<file path="config.mk">
export PLATFORM = sky130hd
export DESIGN_NAME = bmp2pnm_queue
export DESIGN_NICKNAME = d
export VERILOG_FILES = /design/src/hdl/bmp2pnm_pkg.sv /design/src/hdl/bmp2pnm_queue.sv
export SDC_FILE = /design/constraint.sdc
export NUM_CORES = 1
export LEC_CHECK = 0
export ABC_AREA = 1
export BUFFER_PORTS_ARGS = -buffer_cell sky130_fd_sc_hd__buf_2
export CAP_MARGIN = 20
export CORE_MARGIN = 4
export CORE_UTILIZATION = 60
export DETAILED_ROUTE_END_ITERATION = 8
export PLACE_DENSITY = 0.89
export SYNTH_ARGS = -nofsm -noshare
export SYNTH_HDL_FRONTEND = slang
export SYNTH_SLANG_ARGS = --single-unit
</file>
<file path="constraint.sdc">
create_clock -name clk -period 3.5 [get_ports clk]
set_input_delay 0.35 -clock clk [delete_from_list [all_inputs] [get_ports clk]]
set_output_delay 0.35 -clock clk [all_outputs]
set_load 0.005 [all_outputs]
</file>
<file path="src/hdl/bmp2pnm_pkg.sv">
// bmp2pnm_pkg: shared types and constants for the bmp raster to pnm stream core
// token and pixel records passed between front, queue, unpack and emit stages
// no dependencies
package bmp2pnm_pkg;

	localparam int MAX_COLS       = 4096;
	localparam int PBM_LINE_LIMIT = 70;
	localparam int COL_W          = 14;
	localparam int LINE_W         = 7;
	localparam int QUEUE_DEPTH    = 4;
	localparam int QPTR_W         = 2;
	localparam int BPP_W          = 6;
	localparam int ROW_W          = 13;
	localparam int FMT_W          = 2;
	localparam int CFG_W          = 13;
	localparam int CFG_IDX_W      = 2;
	localparam int IN_DATA_W      = 40;

	localparam logic [FMT_W-1:0] FMT_PPM = 2'd0;
	localparam logic [FMT_W-1:0] FMT_PGM = 2'd1;
	localparam logic [FMT_W-1:0] FMT_PBM = 2'd2;

	localparam logic [CFG_IDX_W-1:0] REG_BPP = 2'd0;
	localparam logic [CFG_IDX_W-1:0] REG_ROW = 2'd1;
	localparam logic [CFG_IDX_W-1:0] REG_FMT = 2'd2;

	localparam logic [7:0] CHAR_NL   = 8'd10;
	localparam logic [7:0] CHAR_ONE  = 8'h31;
	localparam logic [7:0] CHAR_ZERO = 8'h30;

	typedef enum logic [1:0] {
		TOK_PAL,
		TOK_IDX,
		TOK_RGB
	} tok_kind_t;

	// byte_val is the palette index for TOK_PAL, the raster byte for TOK_IDX
	typedef struct packed {
		tok_kind_t   kind;
		logic [23:0] color;
		logic [7:0]  byte_val;
		logic [1:0]  lg;
		logic [3:0]  count;
		logic        row_end;
	} token_t;

	typedef struct packed {
		logic [23:0] rgb;
		logic        row_end;
		logic        item_last;
	} pixel_t;

	// 5-bit field to 8 bits, floor(v * 255 / 31)
	function automatic logic [7:0] scale5(input logic [4:0] v);
		logic [7:0] r;
		case (v)
			5'd0:  r = 8'd0;
			5'd1:  r = 8'd8;
			5'd2:  r = 8'd16;
			5'd3:  r = 8'd24;
			5'd4:  r = 8'd32;
			5'd5:  r = 8'd41;
			5'd6:  r = 8'd49;
			5'd7:  r = 8'd57;
			5'd8:  r = 8'd65;
			5'd9:  r = 8'd74;
			5'd10: r = 8'd82;
			5'd11: r = 8'd90;
			5'd12: r = 8'd98;
			5'd13: r = 8'd106;
			5'd14: r = 8'd115;
			5'd15: r = 8'd123;
			5'd16: r = 8'd131;
			5'd17: r = 8'd139;
			5'd18: r = 8'd148;
			5'd19: r = 8'd156;
			5'd20: r = 8'd164;
			5'd21: r = 8'd172;
			5'd22: r = 8'd180;
			5'd23: r = 8'd189;
			5'd24: r = 8'd197;
			5'd25: r = 8'd205;
			5'd26: r = 8'd213;
			5'd27: r = 8'd222;
			5'd28: r = 8'd230;
			5'd29: r = 8'd238;
			5'd30: r = 8'd246;
			default: r = 8'd255;
		endcase
		return r;
	endfunction

endpackage

</file>
<file path="src/hdl/bmp2pnm_queue.sv">
// bmp2pnm_queue: short token queue between the front and the back end
// depends on bmp2pnm_pkg
module bmp2pnm_queue (
	input  logic                clk,
	input  logic                arst_n,
	input  logic                push,
	input  bmp2pnm_pkg::token_t push_tok,
	output logic                full,
	input  logic                pop,
	output logic                head_valid,
	output bmp2pnm_pkg::token_t head_tok
);

	bmp2pnm_pkg::token_t                 slots_q [bmp2pnm_pkg::QUEUE_DEPTH];
	logic [bmp2pnm_pkg::QPTR_W-1:0]      wr_q, rd_q;
	logic [bmp2pnm_pkg::QPTR_W:0]        count_q;

	assign full       = count_q == (bmp2pnm_pkg::QPTR_W + 1)'(bmp2pnm_pkg::QUEUE_DEPTH);
	assign head_valid = count_q != '0;
	assign head_tok   = slots_q[rd_q];

	always_ff @(posedge clk) begin
		if (push) begin
			slots_q[wr_q] <= push_tok;
		end
	end

	always_ff @(posedge clk or negedge arst_n) begin
		if (!arst_n) begin
			wr_q    <= '0;
			rd_q    <= '0;
			count_q <= '0;
		end else begin
			if (push) begin
				wr_q <= wr_q + 1'b1;
			end
			if (pop) begin
				rd_q <= rd_q + 1'b1;
			end
			case ({push, pop})
				2'b10:   count_q <= count_q + 1'b1;
				2'b01:   count_q <= count_q - 1'b1;
				default: count_q <= count_q;
			endcase
		end
	end

endmodule

</file>
Yosys cells after proc, flatten, opt, wreduce, memory -nomap -nowiden:

Memory sizes are Yosys's and may differ from the RTL's.
Cells that the tools add are included.

* output and inout bits: 43
* register bits: 7
* memories: 1
* input port bits: 45
* memory bits (writable): 164

Memory list
* slots_q: words 4, width 41, rd ports 1, clocked after Yosys merged registers in 0, write ports 1, RTL line bmp2pnm_queue.sv:14 `bmp2pnm_pkg::token_t slots_q [bmp2pnm_pkg::QUEUE_DEPTH];`

* equal/unequal tests: 3
* $add $sub $neg: 4
* reduce and logical (&&, ||, !) cells: 2
* multiplexer cells: 3

Operators with widths (number)
* case mux 3 bit (2 select lines): 1
* adder 2 x 1 -> 2 bit, second input constant: 2
* adder 3 x 1 -> 3 bit, second input constant: 1
* == test 3 bit, second input constant: 1
* nonzero test 3 bit: 1
* subtractor 3 x 1 -> 3 bit, second input constant: 1
* == test 2 x 1 -> 1 bit, second input constant: 1
* == test 2 bit, second input constant: 1
* two-way mux 1 bit: 2
* nonzero test 2 bit: 1

Logic depth before layout (Yosys ltp):

* word-level depth: 2
* mapped depth: 9

Least setup slack after synthesis:

OpenSTA, ideal clock, no wires.

* kind: flip-flop to flip-flop
* from: register wr_q[0] in the netlist's numbering
* to: memory slots_q[2][0] in the netlist's numbering, enable pin
* stages on the path, launching flop included: 5
* setup slack: 1.632 ns
* data arrival time: 1.472 ns
* buffers on the path: 0
* path through: dfrtp_1 -> inv_1 -> ha_1 -> nand2_1 -> inv_1

RTL lines
* start, declared: RTL line bmp2pnm_queue.sv:15 `logic [bmp2pnm_pkg::QPTR_W-1:0] wr_q, rd_q;`
* start signal, assigned: RTL line bmp2pnm_queue.sv:35 `wr_q <= wr_q + 1'b1;`
* end, declared: RTL line bmp2pnm_queue.sv:14

Straight into the memory's write port.

==> impl_metrics.toml <==
[worst_hold_path]
min-delay-path-class = "primary input to flip-flop"
hold_end = "slots_q[3][1]"
min-delay-start = "push_tok[1]"
holdPathStages = 1

[clocking]
h-tree-depth = 4
clk-insertion-delay-late_ns = 0.42
cts_resized = 0
cts.sinks = 171
clk_pin_slew_worst_paths_ns = 0.06
cts_tree = "done"
cts.path.max_buffers = 2
root_buffer = "clkbuf_16"
cts_made_buffers = 17

[critical_path]
cp.arrival_ns = 2.18
worstReg2RegEnd = "slots_q[0][20]"
crit_required_ns = 3.15
crit_type = "flip-flop to primary output"
r2r_cells = 4
cp-end-kind = "primary output"
cp_cell_sequence = "buf_12 -> nor2_1 -> nor2_1 -> nand2_1 -> nand2_1 -> buf_2"
cp-start-kind = "flip-flop"
slowest_stage = "dfrtp_4"
critPathMaxFanout = 119
cp_slowest_stage_delay_ns = 0.74
r2r_slack_ns = 1.55
r2r_start = "wr_q[0]"

[pwr]
powerDensity_nw_per_um2 = 840.8
p_leak_nw = 3.483
ir_drop_mv = 0.6400

[floorplan]
fp-row-count = 39
die_area_um2 = 13480
ios = 88
start_util_pct = 61.39
fp.dieW_um = 116.1
core_um2 = 11420
die_h_um = 116.1

[placed_design]
pre_cts_slack_ns = 1.442
portBuffers = 87
gp_congestion = 0.7799
hpwl_um = 7770
placed_cell_area_um2 = 7530

[finish]
drive_above_1_share_pct = 17.50
multiInputGateArea_um2 = 1424
final_util_pct = 71.37
post-route-cell-area_um2 = 8149
fillers = 763
final_nets = 741
seq_area_um2 = 5104
area_delta_synth_final_pct = 16.26

[synthesis]
ys.warnings.count = 0
ys_types = 18
netlist_instances = 607
ys_seq_elements = 171
syn_avg_cell_area_um2 = 11.55
syn-num-nets = 658
syn_area_um2 = 7009
ys_seq_area_share_pct = 72.76

[timing]
hold-worst-slack_ns = 0.1400
finalCriticalPeriod_ns = 2.532
fmaxAchievable_mhz = 395.0
rsz0062_at_grt = "false"
fin_ws_ns = 0.9683
fin_worst_skew_ns = 0.008611
tightest_slew_ns = 1.020
slew_headroom_pct = 31.91
fin_setup_tns_ns = 0
post-route-period-util_pct = 72.33
finalSetupViolations = 0
drv_slew = 0
finalHoldViolCount = 0

[run_status]
run_status = "finished, final reports clean"

[grt]
overflow = 0
grtUsageTotal_pct = 20.18
grt_pass1_vias = 4254
grt_max_degree = 120
grt_pass1_wl_um = 20280
antenna_found_initial = 0

[run]
max_cap_violations = 0

[drt]
ant_nets = 0
first_pass_iters = 5
drt-initial-drc-count = 295
drt-total-wl_um = 12800
via_count = 4324
drcViolationCount = 0
routed_via_density = 5.105
avgRoutedWirePerCell_um = 15.11
[what timing repair did]
action | in CTS | in global routing
buffers inserted | 0 | 0
hold buffers | 1 | 0
endpoints found under the setup margin | 0 | 0
hold endpoints to repair | 7 | 0
[through the flow]
step	power [W]	cells
after floorplan	0.004243	607
after global placement	0.004877	813
after detailed placement	0.005008	813
after CTS	0.006915	846
after global routing	0.007302	846
final	0.006851	847
[state kept, by name (all words and copies together), names as in the netlist]
| register | flops |
|---|---|
| slots_q | 164 |
| rd_q | 2 |
| wr_q | 2 |
| count_q | 3 |
[cell families (layout without fill, tap and decap cells)]
group	after synthesis	in the layout	synth area share (%)
AOI/OAI and AO/OA	43	43	4.534
xor gates and xnor gates	4	4	0.4999
adders and majority gates	6	6	1.178
buffers and inverters	121	217	6.926
DFF	171	171	72.76
other	0	1	0
and+or+nand+nor	262	262	14.10
[cells in the final DEF (no fill, tap or decap), types with 3 or more instances in the layout]
cell and instances:
o211ai_1 41, inv_1 89, bufinv_16 4, buf_2 87
clkbuf_16 17, ha_1 5, clkinv_1 4, nand2_1 178
nor2_1 81, dfrtp_1 6, edfxtp_1 164, inv_2 5
xor2_1 3
[Yosys cell counts]
cell      number  area share (%)
nand3_1        1           0.071
buf_4          3            0.32
xnor2_1        1            0.12
nor3_1         1           0.071
ha_1           5            0.89
o21ai_0        2            0.14
fa_1           1            0.29
inv_2          1           0.054
inv_1         93             5.0
xor2_1         3            0.37
nand2_1      178             9.5
nor2_1        81             4.3
nand4_1        1           0.089
dfrtp_1        7             2.5
buf_2         16             1.1
o211ai_1      41             4.4
clkbuf_1       8            0.43
edfxtp_1     164              70
[per-layer routing]
| metal | routed length [um] | share of wire [%] | track usage, % | up-vias |
|---|---|---|---|---|
| li1 | - | - | - | 2145 |
| met4 | 177 | 1.4 | 9.203 | 0 |
| met3 | 744 | 5.8 | 5.013 | 16 |
| met1 | 4930 | 39 | 24.20 | 2039 |
| met2 | 6949 | 54 | 34.60 | 124 |
| met5 | 0 | 0 | 0 | - |
[worst max-delay path by stage]
stage / endpoint / slack (ns) / start
2_1_floorplan: slots_q[2][0] / 1.63 / wr_q[0]
3_3_place_gp: head_tok[5] / 1.55 / rd_q[0]
3_5_place_dp: head_tok[35] / 1.44 / rd_q[0]
4_1_cts: head_tok[35] / 0.98 / rd_q[0]
5_1_grt: head_tok[35] / 0.82 / rd_q[0]
6_report: head_tok[35] / 0.97 / rd_q[0]
[report_power, final]
part           internal, W  switching, W
Clock              0.00118      0.000716
Sequential         0.00270      0.000195
Combinational     0.000743       0.00132
[area by class of cell]
type / instances / share of cell area [%]
repair buffers: 91 / 5.896
diodes: 1 / 0.03071
well taps: 143 / 2.196
multi-input cells: 315 / 17.47
inverters: 94 / 4.330
flip-flops and latches: 171 / 62.63
clock buffers: 18 / 5.266
clock inverters: 14 / 2.180
[worst max-delay path: cells and delay by family (launching register included)]
family,cells,cell delay (ns)
buffers and inverters,2,0.59
DFF,1,0.74
and+or+nand+nor,4,0.38
Power figures use the tool's default switching activity.
