`config.mk`:
```
export PLATFORM = sky130hd
export DESIGN_NAME = bmp2pnm_front
export DESIGN_NICKNAME = d
export VERILOG_FILES = /design/src/hdl/bmp2pnm_pkg.sv /design/src/hdl/bmp2pnm_front.sv
export SDC_FILE = /design/constraint.sdc
export NUM_CORES = 1
export LEC_CHECK = 0
export ABC_AREA = 0
export ABC_CLOCK_PERIOD_IN_PS = 11500
export BUFFER_PORTS_ARGS = -buffer_cell sky130_fd_sc_hd__clkbuf_2
export CAP_MARGIN = 30
export CORE_MARGIN = 5
export CORE_UTILIZATION = 62
export CTS_BUF_LIST = sky130_fd_sc_hd__clkbuf_8
export DETAILED_ROUTE_END_ITERATION = 16
export PLACE_DENSITY = 0.93
export SLEW_MARGIN = 30
export SYNTH_ARGS = -nofsm -noshare
export SYNTH_HDL_FRONTEND = slang
export SYNTH_SLANG_ARGS = --single-unit
```
`constraint.sdc`:
```
create_clock -name clk -period 11.5 [get_ports clk]
set_input_delay 1.15 -clock clk [delete_from_list [all_inputs] [get_ports clk]]
set_output_delay 1.15 -clock clk [all_outputs]
set_load 0.02 [all_outputs]
```
`src/hdl/bmp2pnm_pkg.sv`:
```
// bmp2pnm_pkg: shared types and constants for the bmp raster to pnm stream core
// token and pixel records passed between front, queue, unpack and emit stages
// no dependencies
package bmp2pnm_pkg;

	localparam int MAX_COLS       = 4096;
	localparam int PBM_LINE_LIMIT = 70;
	localparam int COL_W          = 14;
	localparam int LINE_W         = 7;
	localparam int QUEUE_DEPTH    = 4;
	localparam int QPTR_W         = 2;
	localparam int BPP_W          = 6;
	localparam int ROW_W          = 13;
	localparam int FMT_W          = 2;
	localparam int CFG_W          = 13;
	localparam int CFG_IDX_W      = 2;
	localparam int IN_DATA_W      = 40;

	localparam logic [FMT_W-1:0] FMT_PPM = 2'd0;
	localparam logic [FMT_W-1:0] FMT_PGM = 2'd1;
	localparam logic [FMT_W-1:0] FMT_PBM = 2'd2;

	localparam logic [CFG_IDX_W-1:0] REG_BPP = 2'd0;
	localparam logic [CFG_IDX_W-1:0] REG_ROW = 2'd1;
	localparam logic [CFG_IDX_W-1:0] REG_FMT = 2'd2;

	localparam logic [7:0] CHAR_NL   = 8'd10;
	localparam logic [7:0] CHAR_ONE  = 8'h31;
	localparam logic [7:0] CHAR_ZERO = 8'h30;

	typedef enum logic [1:0] {
		TOK_PAL,
		TOK_IDX,
		TOK_RGB
	} tok_kind_t;

	// byte_val is the palette index for TOK_PAL, the raster byte for TOK_IDX
	typedef struct packed {
		tok_kind_t   kind;
		logic [23:0] color;
		logic [7:0]  byte_val;
		logic [1:0]  lg;
		logic [3:0]  count;
		logic        row_end;
	} token_t;

	typedef struct packed {
		logic [23:0] rgb;
		logic        row_end;
		logic        item_last;
	} pixel_t;

	// 5-bit field to 8 bits, floor(v * 255 / 31)
	function automatic logic [7:0] scale5(input logic [4:0] v);
		logic [7:0] r;
		case (v)
			5'd0:  r = 8'd0;
			5'd1:  r = 8'd8;
			5'd2:  r = 8'd16;
			5'd3:  r = 8'd24;
			5'd4:  r = 8'd32;
			5'd5:  r = 8'd41;
			5'd6:  r = 8'd49;
			5'd7:  r = 8'd57;
			5'd8:  r = 8'd65;
			5'd9:  r = 8'd74;
			5'd10: r = 8'd82;
			5'd11: r = 8'd90;
			5'd12: r = 8'd98;
			5'd13: r = 8'd106;
			5'd14: r = 8'd115;
			5'd15: r = 8'd123;
			5'd16: r = 8'd131;
			5'd17: r = 8'd139;
			5'd18: r = 8'd148;
			5'd19: r = 8'd156;
			5'd20: r = 8'd164;
			5'd21: r = 8'd172;
			5'd22: r = 8'd180;
			5'd23: r = 8'd189;
			5'd24: r = 8'd197;
			5'd25: r = 8'd205;
			5'd26: r = 8'd213;
			5'd27: r = 8'd222;
			5'd28: r = 8'd230;
			5'd29: r = 8'd238;
			5'd30: r = 8'd246;
			default: r = 8'd255;
		endcase
		return r;
	endfunction

endpackage

```
`src/hdl/bmp2pnm_front.sv`:
```
// bmp2pnm_front: accepts input items, gathers multi-byte pixels, tracks row position
// emits one token per item that has work for the back end
// depends on bmp2pnm_pkg
module bmp2pnm_front (
	input  logic                                   clk,
	input  logic                                   arst_n,
	input  logic                                   restart,
	input  logic [bmp2pnm_pkg::BPP_W-1:0]          bpp,
	input  logic [bmp2pnm_pkg::COL_W-1:0]          row_len,
	input  logic                                   s_tvalid,
	output logic                                   s_tready,
	input  logic [bmp2pnm_pkg::IN_DATA_W-1:0]      s_tdata,  // raster_byte, palette_index, palette_color
	input  logic                                   s_tuser,  // kind
	input  logic                                   q_full,
	output logic                                   q_push,
	output bmp2pnm_pkg::token_t                    q_tok
);

	logic [23:0]                      gather_q, gather_d;
	logic [1:0]                       slot_q, slot_d;
	logic [bmp2pnm_pkg::COL_W-1:0]    col_q, col_d;

	logic                             accept;
	logic [7:0]                       raster;
	logic [1:0]                       lg;
	logic [3:0]                       per, n;
	logic [bmp2pnm_pkg::COL_W-1:0]    left, col_n, col_one;
	logic                             end_n, end_one;
	logic [15:0]                      word;
	logic [23:0]                      merged;
	logic [1:0]                       last_slot;

	assign accept   = s_tvalid && !q_full;
	assign s_tready = !q_full;
	assign raster   = s_tdata[7:0];
	assign word     = {raster, gather_q[7:0]};

	always_comb begin
		case (bpp)
			6'd1:    lg = 2'd0;
			6'd2:    lg = 2'd1;
			6'd4:    lg = 2'd2;
			default: lg = 2'd3;
		endcase
		per     = 4'd8 >> lg;
		left    = row_len - col_q;
		n       = (left < {{(bmp2pnm_pkg::COL_W-4){1'b0}}, per}) ? left[3:0] : per;
		col_n   = col_q + {{(bmp2pnm_pkg::COL_W-4){1'b0}}, n};
		col_one = col_q + {{(bmp2pnm_pkg::COL_W-1){1'b0}}, 1'b1};
		end_n   = col_n >= row_len;
		end_one = col_one >= row_len;
		last_slot = (bpp == 6'd24) ? 2'd2 : 2'd3;
		merged  = (slot_q != 2'd3) ? (gather_q | (24'(raster) << {slot_q, 3'b000})) : gather_q;
	end

	always_comb begin
		gather_d = gather_q;
		slot_d   = slot_q;
		col_d    = col_q;
		q_push   = 1'b0;
		q_tok    = '0;
		q_tok.lg = lg;
		if (accept) begin
			if (s_tuser) begin
				q_push         = 1'b1;
				q_tok.kind     = bmp2pnm_pkg::TOK_PAL;
				q_tok.byte_val = s_tdata[15:8];
				q_tok.color    = s_tdata[39:16];
			end else begin
				case (bpp)
					6'd1, 6'd2, 6'd4, 6'd8: begin
						q_push         = 1'b1;
						q_tok.kind     = bmp2pnm_pkg::TOK_IDX;
						q_tok.byte_val = raster;
						q_tok.count    = n;
						q_tok.row_end  = end_n;
						col_d          = end_n ? '0 : col_n;
					end
					6'd16: begin
						if (slot_q == 2'd0) begin
							gather_d = {16'd0, raster};
							slot_d   = 2'd1;
						end else begin
							q_push        = 1'b1;
							q_tok.kind    = bmp2pnm_pkg::TOK_RGB;
							q_tok.color   = {bmp2pnm_pkg::scale5(word[14:10]),
								bmp2pnm_pkg::scale5(word[9:5]), bmp2pnm_pkg::scale5(word[4:0])};
							q_tok.row_end = end_one;
							gather_d      = '0;
							slot_d        = 2'd0;
							col_d         = end_one ? '0 : col_one;
						end
					end
					6'd24, 6'd32: begin
						if (slot_q >= last_slot) begin
							q_push        = 1'b1;
							q_tok.kind    = bmp2pnm_pkg::TOK_RGB;
							q_tok.color   = merged;
							q_tok.row_end = end_one;
							gather_d      = '0;
							slot_d        = 2'd0;
							col_d         = end_one ? '0 : col_one;
						end else begin
							gather_d = merged;
							slot_d   = slot_q + 2'd1;
						end
					end
					default: begin
					end
				endcase
			end
		end
	end

	always_ff @(posedge clk or negedge arst_n) begin
		if (!arst_n) begin
			gather_q <= '0;
			slot_q   <= '0;
			col_q    <= '0;
		end else if (restart) begin
			gather_q <= '0;
			slot_q   <= '0;
			col_q    <= '0;
		end else begin
			gather_q <= gather_d;
			slot_q   <= slot_d;
			col_q    <= col_d;
		end
	end

endmodule

```
Yosys cells after proc, flatten, opt, wreduce, memory -nomap -nowiden. Memory sizes are Yosys's and may differ from the RTL's. Index checks and enable logic that the tools add are counted.

Order comparisons: 4. Multiplexer cells: 42. Equality and inequality tests: 11. Shift-type cells: 2. Reductions and logical operators: 10. Bitwise gates (word level): 1. $add $sub $neg: 4.

Operator list (count): $mux W24 (5); $mux W14 (7); $pmux W24 S2 (2); $mux W34 (2); $mux W26 (2); $pmux W14 S3 (1); $ge A14 B14 Y1 (2); $or A24 B24 Y24 (1); $shl A8 B5 Y24 (1); $mux W8 (2); $add A14 B1 Y14 const B (1); $add A14 B4 Y14 (1); $lt A14 B4 Y1 (1); $sub A14 B14 Y14 (1); $eq A6 B5 Y1 const B (2); $pmux W2 S3 (2); $mux W5 (2); $mux W1 (8); $mux W2 (4); $mux W4 (2); $eq A6 B1 Y1 const B (1); $eq A6 B2 Y1 const B (1); $eq A6 B3 Y1 const B (1); $eq A6 B4 Y1 const B (1); other kinds (18) (21).

Register bits after elaboration: 40. Bits of input ports: 66. Output and inout port bits: 43. Memories kept: 3. Bits in read-only memories: 768.

Memory list: (no name shown) (words 32, bits a word 8, rd ports 1, clocked after Yosys merged registers in 0, wr ports 0, RTL line bmp2pnm_pkg.sv:56) `case (v)`; (no name shown) (words 32, bits a word 8, rd ports 1, clocked after Yosys merged registers in 0, wr ports 0, RTL line bmp2pnm_pkg.sv:56); (no name shown) (words 32, bits a word 8, rd ports 1, clocked after Yosys merged registers in 0, wr ports 0, RTL line bmp2pnm_pkg.sv:56).

Longest topological paths before layout. Gate-level depths: netlist of run 1.

Depth after elaboration: 12. Gate-level depth with buffers: 29.

Worst setup path before layout of run 1. No wires, ideal clock.

Path type: input -> output. From: input port row_len[1] (netlist name). To: output port q_tok[0] (netlist name). Cell stages on the path: 26. Arrival: 6.044 ns. Path slack: 4.306 ns. Cells stage by stage: ha_1 nor2b_1 o31a_1 a21oi_1 ha_1 a21oi_1 o2111ai_1 a311o_1 nor4_2 nand4_4 mux2i_1 ha_1 fa_1 a21oi_1 nor2_1 nor2_1 nor2_1 xnor2_1 ha_1 o2111a_1 a221oi_1 o21ai_0 a21oi_1 nor2_1 o21ai_0 o21ai_0.

RTL lines: start: declaration (RTL line bmp2pnm_front.sv:9) `input logic [bmp2pnm_pkg::COL_W-1:0] row_len,`; end: declaration (RTL line bmp2pnm_front.sv:16) `output bmp2pnm_pkg::token_t q_tok`.

==> results of run 1 <==
## state kept, by name (all words and copies together) (netlist names)
register,cells
col_q,14
slot_q,2
gather_q,24
## metal layers
| layer | up-vias | wire [µm] | GRT usage |
|---|---|---|---|
| met5 | - | 0 | 0 |
| met4 | 0 | 437 | 0.107 |
| met3 | 57 | 1290 | 0.0581 |
| met2 | 332 | 7590 | 0.512 |
| met1 | 2623 | 6360 | 0.399 |
| li1 | 2676 | - | - |
## worst max-delay path by stage
stage	from	to	depth (start not counted)
4_1_cts	row_len[1]	q_tok[0]	28
2_1_floorplan	row_len[1]	q_tok[0]	26
5_1_grt	row_len[1]	q_tok[0]	28
3_3_place_gp	row_len[1]	q_tok[0]	28
3_5_place_dp	row_len[1]	q_tok[0]	28
6_report	row_len[1]	q_tok[0]	28
## cell usage after synthesis (all sizes together) (4+ instances only)
library cell	number	share of area
xnor2	23	0.039
clkbuf	32	0.023
a211oi	9	0.014
nor2b	11	0.013
o22ai	10	0.012
nand4	6	0.010
nand3	13	0.013
nand2	41	0.030
dfrtp	40	0.20
a21oi	93	0.094
a31oi	6	0.0073
a22o	6	0.010
nor3	14	0.014
and3	4	0.0049
inv	44	0.032
xor2	8	0.014
a221oi	8	0.014
or2	5	0.0061
nand2b	9	0.011
o21ai	36	0.036
buf	9	0.0081
and2	8	0.010
a22oi	13	0.019
mux2i	16	0.031
o21a	6	0.0088
nor2	114	0.084
a21o	9	0.013
ha	52	0.13
o211ai	11	0.016
## layout make-up
class                   instances  area, µm²  area share
clock buffers                   5       68.8      0.0119
clock inverters                 2       12.5     0.00216
inverters                      45        169      0.0292
multi-input cells             575       3800       0.656
flip-flops and latches         40       1000       0.173
well taps                     105        131      0.0227
repair buffers                114        606       0.105
## metrics by stage
stage	hold WS, ns	cell area (µm²)	instances	worst slack (ns)	util
floorplan	0.463	5110	701	4.31	-
global placement	0.477	5650	876	3.69	0.694
detailed placement	0.487	5690	879	3.48	0.699
CTS	0.505	5770	886	3.45	0.709
global route	0.520	5780	886	2.77	0.711
finish	0.507	5780	886	3.36	0.711
## power by group
group / total (mW) / leakage [nW] / switching (mW) / internal [mW]
Sequential: 0.142 / 0.559 / 0.000698 / 0.141
Clock: 0.0923 / 0.0400 / 0.0512 / 0.0411
Combinational: 0.100 / 2.11 / 0.0620 / 0.0382
## kinds of logic (layout without fill, tap and decap cells)
family / after synthesis / after routing / synth area share
AND/OR/NAND/NOR: 241 / 241 / 0.224
AO/OA/AOI/OAI: 232 / 232 / 0.293
buffers and inverters: 86 / 166 / 0.0646
adder cells (fa/ha/maj): 54 / 54 / 0.135
flip-flops: 40 / 40 / 0.196
XOR/XNOR: 31 / 31 / 0.0531
multiplexers: 17 / 17 / 0.0343
## worst reg2reg max path: stages (launching register included)
cell and delay (ns):
dfrtp_1 0.56, inv_1 0.10, ha_1 0.28, nor2b_1 0.15, o31a_1 0.31, a21oi_1 0.20, ha_1 0.28, a21oi_1 0.20
o2111ai_1 0.14, a311o_1 0.34, nor4_2 0.31, nand4_4 0.20, mux2i_1 0.33, ha_1 0.30, a21o_1 0.17, a21oi_1 0.25
o21bai_1 0.16, nand2_1 0.18, nor2_1 0.09, xnor2_1 0.26, ha_1 0.31, a21oi_1 0.13, o21ai_0 0.19, nor3_1 0.19
o211ai_1 0.15, a211oi_2 0.57, nor2b_1 0.22, a2bb2oi_1 0.16
==> run summary, run 1 <==
The ratio of final minimum period to clock period was 0.708. The smallest clock period supported by the final layout is computed as 8.14 ns. The library cell used most frequently in the layout, excluding fill and tap cells, is nor2_1.

On the worst path, the slowest cell contributes a delay of 0.41 ns. The tools report the number of hold violations in the final report as 0. For hold timing, the worst endpoint is gather_q[18]$_DFFE_PN0P_.

The synthesized area per cell was 7.29 µm². The worst setup path is launched from an input pin. Number of antenna diodes: 0.

Among all flip-flop cells after synthesis, the most frequent one is dfrtp_1. Setup fix buffers added after clock tree synthesis: 0. Derived from the worst setup path, the maximum achievable clock frequency is 123 MHz.

Share of synthesized registers carrying an async set or reset: 1.00. Entering global routing, the biggest net connects 41 pins. VDD sags by at most 0.0000671 V. In the routed layout, each cell is associated on average with a via count of 6.42. Counting flops with a built-in enable in the synthesized netlist gives 0. The tools report the capturing element type of the critical path as a primary output. Number of nets still failing antenna checks after routing: 0. The count of unresolved DRC violations after routing is 0, and the number of placed I/O pins is 109.

The die is 101 µm tall. After clock tree synthesis, the clock-pin slew on the worst setup and hold paths is 0.08 ns. Setup repair after global routing left no endpoint under its margin. The total length of routed wires is 15.7 mm, and the initial standard-cell utilization of the core is 0.629. The first TritonRoute pass finished after 6 iterations. Setup slack on the worst reg-to-reg path comes out at 4.70 ns. Detailed routing inserted a total of 5688 vias.

The flip-flop and latch count after synthesis was 40; the overall die width was 101 µm. The global-route total usage across every layer is 0.308. For this design the static power due to leakage is 2.71 nW. The tools report the global-route wire length before repair as 25.6 mm. The tools report the number of buffers added to fix hold violations after cts as 0.

In this run the critical register-to-register path is launched from col_q[1]$_DFFE_PN0P_. The top cell types in the final layout, fill and taps aside, are nor2_1, clkbuf_2, a21oi_1. The clock reaches the later pin of the worst-skew pair after 0.30 ns. The number of max-capacitance violations reported came out at 0. The distinct cell type count of the synthesized netlist came out at 69. The number of global-route vias before repair came out at 5440. In this run the critical register-to-register path is captured at col_q[7]$_DFFE_PN0P_.

Proportion of synthesized chip area in sequential cells: 0.196. The dominant delay contributor by cell family on the critical path is compound AO/OA/AOI/OAI gates. During synthesis, Yosys emitted a total of 0 warnings.

The quantity of I/O buffers inserted on ports came out at 108. The clock tree synthesis step divided the H-tree into 2 levels. Depth of the worst register-to-register path: 27. Counting instances, the worst hold path has a depth of 2. Counting every sink on the clock net gives 40. The clock root buffer is clkbuf_8. After detailed routing, the average wire length per cell comes to 17.7 µm.

By startpoint and endpoint, the worst setup path is classified as input pin to primary output. The total overflow left after global routing is 0. The slowest stage cell on the critical path was fa_1. The region available for standard cell placement spans 8130 µm². In this run, post-CTS repair resized a total of 0 instances.

After legalization and detailed placement, the total HPWL measured 12.4 mm. Counting the buffers created by CTS gives 5. At the pin with the least slew margin, the transition time is 0.756 ns. TritonCTS built the clock tree.

The area growth from synthesis to layout is 13.1%. Final-stage net count: 901. The flow ran to the end, and the final reports show no timing, DRC or antenna violations. The tools report the cell area after synthesis as 5110 µm².

Counting along the longest clock path gives a buffer depth of 2. The share of cells above drive strength 1 was 0.179; the maximum fanout encountered on the critical timing path was 5. The data arrival at the endpoint of the critical path is 6.99 ns, and the worst relative slew slack is 0.496. The number of fill cells came out at 648. The instance count of the mapped netlist is 701, and the number of endpoints failing setup at the final stage is 0. The critical path contains buffers and inverters numbering 2 combined. The number of nets in the synthesized netlist is 821.

The number of antenna violations at the first check in global routing is 0. The tools report the worst hold path startpoint as gather_q[18]$_DFFE_PN0P_. Across the routed clock network, the largest skew measured is 0.0108 ns. After routing, the total negative slack on setup checks comes to 0 ns. The congestion estimate from routability-driven global placement came to 0.908. The run gives 10.35 ns as the data required time of the critical path. Worst hold path class: flip-flop to flip-flop. The logs give 334 µW for the overall power and 33 for the row count. Violation count after the first detailed-route iteration: 477.

The number of slew-limit violations in the final report is 0. The die area is 10200 µm², and the power density relative to cell area is 57.8 nW/µm².
Note: power is estimated with default switching activity, not from simulation.
==> inputs of run 2 (changes only) <==
--- a/config.mk
+++ b/config.mk
@@ -6,14 +6,14 @@
 export NUM_CORES = 1
 export LEC_CHECK = 0
 export ABC_AREA = 0
-export ABC_CLOCK_PERIOD_IN_PS = 11500
+export ABC_CLOCK_PERIOD_IN_PS = 7300
 export BUFFER_PORTS_ARGS = -buffer_cell sky130_fd_sc_hd__clkbuf_2
 export CAP_MARGIN = 30
 export CORE_MARGIN = 5
-export CORE_UTILIZATION = 62
+export CORE_UTILIZATION = 52
 export CTS_BUF_LIST = sky130_fd_sc_hd__clkbuf_8
 export DETAILED_ROUTE_END_ITERATION = 16
-export PLACE_DENSITY = 0.93
+export PLACE_DENSITY = 0.84
 export SLEW_MARGIN = 30
 export SYNTH_ARGS = -nofsm -noshare
 export SYNTH_HDL_FRONTEND = slang
==> constraint.sdc (replaced) <==
create_clock -name clk -period 7.3 [get_ports clk]
set_input_delay 0.73 -clock clk [delete_from_list [all_inputs] [get_ports clk]]
set_output_delay 0.73 -clock clk [all_outputs]
set_load 0.02 [all_outputs]
==> run 2 against run 1 <==
  * Total power increased by 75%
  * Non-clock buffer count up 2
  * Clock skew fell by 0.0028 ns
  * Critical endpoint unchanged
==> run summary, run 2 (synthesized netlist as in run 1, its figures left out) <==
The count of unresolved DRC violations after routing is 0, and the final cell utilization of the core is 0.608. The dominant delay contributor by cell family on the critical path is compound AO/OA/AOI/OAI gates. The finished layout holds 917 standard cells, fillers aside. The maximum fanout encountered on the critical timing path came out at 4.

The slowest stage of the critical path belongs to the cell fa_1. For the global-route total usage across every layer, the log shows 0.265. The run finished with clean final reports.

After filler insertion, the fill cell instance count of the layout stands at 893. Hold is met by 0.440 ns. The setup path with the least slack is of type input pin to primary output.

Share of cells above drive strength 1: 0.190. Dividing the detail-routed wire length by the instance count gives 17.3 µm. The run gives 15.9 mm as the total length of routed wires.

The switching component of the power is 193 µW. The detailed-router iteration count before antenna repair is 5, and the number of slew-limit violations in the final report is 0. The highest clock frequency the design can meet is 146 MHz, and the largest stage delay on the critical path is 0.40 ns.

The capturing element type of the critical path was a primary output. Buffers inserted during clock tree synthesis total 5. On the final layout, the worst clock skew is 0.00800 ns.

Post-detailed-route via-to-cell ratio: 6.15. TritonCTS built the clock tree. OpenSTA, run right after detailed placement, puts the worst setup slack at 0.352 ns. The repair_antennas step left the layout with diodes totalling 0. The power density relative to cell area is 99.4 nW/µm². The clock transition time at the flip-flop clock pins of the worst setup and hold paths is 0.09 ns, and the number of global-route vias before repair is 5437. The total congestion overflow after global routing is 0, and the number of buffers on the longest clock path is 2. The share of total power in the clock network was 0.349.

Entering global routing, the biggest net connects 41 pins. The leakage dissipation was 2.74 nW; the logic gate share of total power was 0.269. The flip-flop count of the largest register, all copies and words added works out to 24. The initial standard-cell utilization of the core was 0.528. Measured along the y axis, the die boundary spans 109 µm.

The power share of the sequential group was 0.381. The run gives 0.30 ns as the clock latency on the worst-skew pair. Row count: 36. The run gives 5690 µm² as the area after detailed placement.

The largest registers in the layout are gather_q x24, col_q x14, slot_q x2. The run gives 0 as the number of hold violations in the final report. Setup slack closes at 0.458 ns. The finished cells cover 5890 µm². The routed layout has 5639 vias. The die covers 11900 µm².

The ratio of final minimum period to clock period works out to 0.937. The data required time of the critical path was 6.57 ns; the actual slew at the worst max-slew pin was 0.962 ns. The H-tree depth is 2, and the overall power is 586 µW. The run gives 1000 µm² as the footprint of the flip-flops and latches. STA puts the critical path data arrival time at 6.11 ns. Setup violations remaining at the end of the flow were counted as 0. The proportion of total power due to net switching was 0.329. For the violation count after the first detailed-route iteration, the log shows 510.

The library cells used most frequently in the layout, excluding fill and tap cells, are nor2_1, clkbuf_2, a21oi_1. The worst relative slew slack was 0.354; the post-layout minimum cycle time was 6.84 ns. Setup repair after global routing left no endpoint under its margin. The run gives 9680 µm² as the area of the core. In the final timing run, aggregate negative setup slack is 0 ns. The tree is rooted in a clkbuf_8.

In the final design database the tool counted 903 nets. Worst-case vdd ir drop: 0.0000988 V. The most common cell after layout, fill and taps aside is nor2_1. Number of antenna violations at the first check in global routing: 0. Max-cap violations in this run came to 0.

The area growth from synthesis to layout is 15.2%. The run gives 40 as the total clock sinks. The number of placed I/O pins was 109; the final weighted congestion in routability-driven placement was 1.01. The quantity of I/O buffers inserted on ports is 108, and the HPWL reported at the end of detailed placement is 12.3 mm. The logs give 25.7 mm for the global-route wire length before repair and 0 for the number of nets still failing antenna checks after routing. The worst hold path class was input pin to asynchronous set/reset pin. Cell internal power was estimated by the tool at 393 µW. The overall die width was 109 µm.

The top register by number of flip-flops was gather_q. The multi-input combinational cells in the finished layout cover a total of 3820 µm². Together, buffers and inverters on the worst path number 2. STA classifies the critical path startpoint as an input pin. Including well taps, the total number of placed cells is 905.
[run 2: final timing paths]
| kind | slack (ns) | depth (start not counted) | endpoint | from |
|---|---|---|---|---|
| max | 0.46 | 28 | q_tok[0] | row_len[1] |
| max in group asynchronous | 6.43 | 1 | col_q[1]$_DFFE_PN0P_ | arst_n |
| min | 0.44 | 1 | gather_q[19]$_DFFE_PN0P_ | arst_n |
| min in group clk | 0.51 | 2 | gather_q[11]$_DFFE_PN0P_ | gather_q[11]$_DFFE_PN0P_ |
| min reg2reg | 0.51 | 2 | gather_q[11]$_DFFE_PN0P_ | gather_q[11]$_DFFE_PN0P_ |
| max reg2reg | 0.92 | 28 | col_q[7]$_DFFE_PN0P_ | col_q[3]$_DFFE_PN0P_ |
[run 2: layer usage]
layer / up-vias / GRT usage / wire length (µm)
li1: 2689 / - / -
met1: 2634 / 0.345 / 6490
met2: 280 / 0.446 / 7720
met3: 36 / 0.0468 / 1300
met4: 0 / 0.0784 / 361
met5: - / 0 / 0
[run 2: layout make-up]
type,count,area share
timing repair buffer,116,0.102
clock buffer,6,0.0140
tap,133,0.0283
multi-input combinational,575,0.649
inverter,45,0.0287
clock inverter,2,0.00659
sequential,40,0.171
[run 2: power groups by stage]
stage               sequential (mW)  clock (mW)  combinational (mW)
floorplan                     0.227           0              0.0983
global placement              0.228           0               0.147
detailed placement            0.228           0               0.152
CTS                           0.223       0.204               0.153
global route                  0.223       0.214               0.173
finish                        0.223       0.205               0.158
[run 2: repair_timing]
action                                  in CTS  in global routing
gates resized for setup                      0                  8
hold buffers                                 0                  0
endpoints found under the setup margin       0                  1
endpoints found under the hold margin        0                  0
setup buffers                                0                  4
[run 2: worst register-to-register path: cells and delay by family, from the launching register on]
kind,cells,cell delay [ns]
AO/OA/AOI/OAI,10,2.16
XOR/XNOR,1,0.17
adder cells (fa/ha/maj),4,1.31
buffers and inverters,3,0.30
flip-flops,1,0.44
multiplexers,1,0.36
AND/OR/NAND/NOR,9,1.58
